## src/sdt_pkg.sv

```systemverilog
`default_nettype none

package sdt_pkg;

  // Table geometry
  localparam int TABLE_ENTRIES     = 8192;
  localparam int FIRST_ALLOCATABLE = 3;
  localparam int IDX_W             = $clog2(TABLE_ENTRIES);

  // Entry marks are kept as rows of lanes so the allocator scans a row per cycle
  localparam int MARK_W      = 2;
  localparam int LANES       = 64;
  localparam int LANE_W      = $clog2(LANES);
  localparam int ROWS        = TABLE_ENTRIES / LANES;
  localparam int ROW_W       = $clog2(ROWS);
  localparam int ROW_BITS    = LANES * MARK_W;
  localparam int GROUP_LANES = 8;
  localparam int GROUPS      = LANES / GROUP_LANES;
  localparam int GRP_W       = $clog2(GROUPS);
  localparam int SUB_W       = $clog2(GROUP_LANES);

  // Field widths
  localparam int OP_W     = 3;
  localparam int INDEX_W  = 13;
  localparam int SEL_W    = 16;
  localparam int LIMIT_W  = 32;
  localparam int BASE_W   = 32;
  localparam int ACCESS_W = 16;
  localparam int VALUE_W  = 32;
  localparam int COUNT_W  = 14;
  localparam int DESC_W   = 64;
  localparam int SLIM_W   = 20;

  typedef enum logic [OP_W-1:0] {
    OP_SET     = 3'd0,
    OP_ALLOC   = 3'd1,
    OP_FREE    = 3'd2,
    OP_RD_BASE = 3'd3,
    OP_RD_SIZE = 3'd4,
    OP_COUNT   = 3'd5
  } op_e;

  typedef enum logic [MARK_W-1:0] {
    MARK_FREE  = 2'd0,
    MARK_BUSY  = 2'd1,
    MARK_ALLOC = 2'd2
  } mark_e;

  typedef struct packed {
    logic             en;
    logic [IDX_W-1:0] addr;
    logic [DESC_W-1:0] data;
  } desc_wr_t;

  typedef struct packed {
    logic                en;
    logic [ROW_W-1:0]    addr;
    logic [ROW_BITS-1:0] data;
  } mark_wr_t;

  typedef struct packed {
    logic              hit;
    logic [LANE_W-1:0] lane;
  } scan_res_t;

endpackage

`default_nettype wire

```

## src/sdt_row_scan.sv

```systemverilog
`default_nettype none

module sdt_row_scan (
  input  logic [sdt_pkg::ROW_BITS-1:0] row,
  input  logic                         first_row,
  output sdt_pkg::scan_res_t           res
);
  import sdt_pkg::*;

  localparam int FA_LANE = FIRST_ALLOCATABLE % LANES;

  logic [LANES-1:0]       free_vec;
  logic [GROUPS-1:0]      grp_any;
  logic [GRP_W-1:0]       gsel;
  logic [GROUP_LANES-1:0] sub;
  logic [SUB_W-1:0]       ssel;

  // Free lanes; lanes below the first allocatable entry are masked on its row
  always_comb begin
    for (int j = 0; j < LANES; j++) begin
      free_vec[j] = (mark_e'(row[j*MARK_W +: MARK_W]) == MARK_FREE) &&
                    !(first_row && (j < FA_LANE));
    end
  end

  // Two-level priority pick: lowest group with a free lane, then lowest lane in it
  always_comb begin
    gsel = '0;
    ssel = '0;
    for (int g = 0; g < GROUPS; g++) begin
      grp_any[g] = |free_vec[g*GROUP_LANES +: GROUP_LANES];
    end
    for (int g = GROUPS - 1; g >= 0; g--) begin
      if (grp_any[g]) begin
        gsel = GRP_W'(g);
      end
    end
    sub = free_vec[gsel*GROUP_LANES +: GROUP_LANES];
    for (int k = GROUP_LANES - 1; k >= 0; k--) begin
      if (sub[k]) begin
        ssel = SUB_W'(k);
      end
    end
    res.hit  = |grp_any;
    res.lane = {gsel, ssel};
  end

endmodule

`default_nettype wire

```

## config.mk

```make
export PLATFORM = sky130hd
export DESIGN_NAME = sdt_row_scan
export DESIGN_NICKNAME = d
export VERILOG_FILES = /design/src/sdt_pkg.sv /design/src/sdt_row_scan.sv
export SDC_FILE = /design/constraint.sdc
export NUM_CORES = 1
export LEC_CHECK = 0
export ABC_AREA = 1
export BUFFER_PORTS_ARGS = -buffer_cell sky130_fd_sc_hd__buf_4
export CORE_UTILIZATION = 36
export DETAILED_ROUTE_END_ITERATION = 8
export GPL_TIMING_DRIVEN = 1
export PLACE_DENSITY_LB_ADDON = 0.05
export RECOVER_POWER = 50
export SYNTH_ARGS = -nofsm -noshare
export SYNTH_HDL_FRONTEND = slang
export SYNTH_SLANG_ARGS = --single-unit
```

## constraint.sdc

```tcl
create_clock -name vclk -period 1.9
set_input_delay 0.19 -clock vclk [all_inputs]
set_output_delay 0.19 -clock vclk [all_outputs]
set_load 0.01 [all_outputs]
```

==> impl_metrics.tcl <==
set metrics [dict create \
    routed_wl_mm 6.64 \
    cap_violations 0 \
    end_kind "output port" \
    dp_cells 512 \
    period_share_pct 129 \
    holdBufCountCts 0 \
    synth_cell_types 37 \
    slew_viol_final 0 \
    antenna_found_initial 0 \
    synthTopCellsByArea "nand2_1, nor2_1, nand3_1, inv_1, or2_1" \
    hold_viol 0 \
    grt_pass1_wl_mm 9.94 \
    viasPerCell 4.93 \
    max_clock_freq_mhz 409 \
    worstSetupPathType "input pin to output port" \
    syn_avg_cell_area_um2 5.21 \
    synth_top_cell_by_area "nand2_1" \
    rows 22 \
    violations "setup timing" \
    initial_utilization_pct 38.9 \
    wl_per_cell_um 12.7 \
    leakage_nw 1.75 \
    dieArea_mm2 0.00437 \
    place_ws_ns -0.570 \
    n_antenna_cell 0 \
    seq_cell_count 0 \
    setup_viol 3 \
    ys_seq_area_share_pct 0 \
    grtUsageTotal_pct 28.5 \
    fin_crit_ns 2.44 \
    ff_latch_area_um2 0 \
    status "finished, violations left" \
    path_max_fanout 8 \
    dr.pass1.iters 5 \
    worst_slack_ns -0.545 \
    finalNetCount 607 \
    ant_nets 0 \
    synth_top_area_share_pct 17.8 \
    fillCellCount 231 \
    arrival_ns 2.25 \
    synth_fp_nets 413 \
    worst_hold_path.num_cells 8 \
    tightest_slew_ns 0.375 \
    yosysWarnings 0 \
    final_cell_area_mm2 0.00328 \
    fin_cells 524 \
    rsz0062_at_grt "true" \
    netlist_instances 284 \
    ir_drop_uv 159 \
    total_power_w 0.000714 \
    drc 0 \
    slew-limit-headroom_pct 74.8 \
    grt_start_max_net_pins 22 \
    coreArea_mm2 0.00380 \
    die_w_um 66.1 \
    grt_pass1_vias 2399 \
    crit_required_ns 1.71 \
    dieHeight_um 66.1 \
    hpwl_mm 5.14 \
    hold_path.class "input pin to output port" \
    drive_gt1_share_pct 59.7 \
    via_count 2585 \
    ios 136 \
    area_delta_synth_final_pct 122 \
    critPathLaunchType "input pin" \
    gp_congestion 0.871 \
    clock_buffers 0 \
    placed_cell_area_mm2 0.00293 \
    p_per_area_mw_per_mm2 217 \
    drt_iter0_markers 151 \
    mappedNetlistArea_mm2 0.00148 \
    port_buffers 136 \
    grt-ovfl-total 0 \
]
-- synth_stat cells, types with 2 or more instances --
cell type  instances
nand4_1            4
nand2_1           70
a21oi_1            5
o21ai_0           11
nor2_1            46
clkinv_1           2
buf_6              4
buf_4              2
inv_1             37
o21bai_1           2
nor3_1             3
or2_2              5
nand2_4            2
nor2_2             7
o21ai_1            5
inv_2              3
o211ai_1           3
or2_1             13
nor4_4             2
nand3_1           34
o21ai_2            3
nand2_2            6
-- where the power goes --
| group | total [W] | switching, W | leakage [nW] | internal (W) |
|---|---|---|---|---|
| clock network | 0 | 0 | 0 | 0 |
| logic | 0.000714 | 0.000305 | 1.75 | 0.000409 |
| registers | 0 | 0 | 0 | 0 |
-- cell type report --
cell class	instances	area [um2]	area share [%]
timing repair buffer	198	1620	49.2
multi-input combinational	235	1430	43.7
inverter	43	173	5.26
tap	48	60.1	1.83
-- layer usage --
layer | vias up | part of all wire, % | global-route usage [%] | wire [um]
met5 | - | 0 | 0 | 0
met4 | 0 | 1.3 | 4.26 | 87
met3 | 8 | 6.7 | 1.03 | 444
met2 | 115 | 53 | 54.1 | 3510
met1 | 1168 | 39 | 35.8 | 2600
li1 | 1294 | - | - | -
-- through the flow --
step	setup TNS, ns	hold WS, ns	util (%)
after floorplan	-0.214	0.758	-
after global placement	-1.44	1.04	77.0
after detailed placement	-1.50	1.07	77.0
after CTS	-1.20	1.07	83.0
after global routing	-1.98	1.14	86.4
final	-1.48	1.11	86.4
-- layout by cell type (no fill, tap or decap), types with 2 or more instances in the layout --
| cell type | count |
|---|---|
| nor2_2 | 9 |
| or2_1 | 9 |
| nand3_1 | 25 |
| or2_4 | 4 |
| o21ai_2 | 6 |
| o21ai_1 | 6 |
| nand2_2 | 20 |
| a21oi_1 | 4 |
| a21oi_2 | 2 |
| inv_2 | 6 |
| nand3_2 | 9 |
| inv_1 | 34 |
| buf_12 | 4 |
| nor2_1 | 36 |
| nor3_1 | 3 |
| buf_4 | 177 |
| or2_2 | 5 |
| buf_6 | 16 |
| o21bai_1 | 2 |
| nor2_4 | 8 |
| nor4_4 | 2 |
| o21ai_0 | 7 |
| nand2_1 | 56 |
| o211ai_1 | 3 |
| nand4_1 | 4 |
-- cell families after synthesis --
| group | after synthesis | share of synthesized area (%) |
|---|---|---|
| compound gates | 34 | 16.0 |
| buf+inv | 49 | 15.1 |
| simple gates | 201 | 68.9 |
-- path summary, 6_finish.rpt --
check / from / end
max: row[116] / res[0]
min: row[40] / res[1]
-- critical path, cell delays in order --
cell and delay (ns):
buf_4 0.09, inv_2 0.04, nand2_2 0.08, nand2_2 0.07, nor2_4 0.13, nand2_1 0.07, nand2_1 0.06, nand2_1 0.05
nand2_1 0.05, nand2_1 0.06, nand2_2 0.08, nand2_4 0.07, nand2_8 0.14, buf_12 0.13, nor2_2 0.04, nor2_1 0.16
nand3_2 0.09, nand2_2 0.08, nand2_2 0.07, nand2_1 0.07, nand2_1 0.05, nand2_1 0.06, nand2_1 0.06, a21oi_2 0.14
buf_4 0.13
-- repair_timing --
item	in CTS	in global routing
endpoints found under the setup margin	3	4
gates cloned	1	0
pin swaps	17	26
buffers inserted	10	2
resized for setup	41	37
No activity file was read; power rests on OpenSTA's default activity.
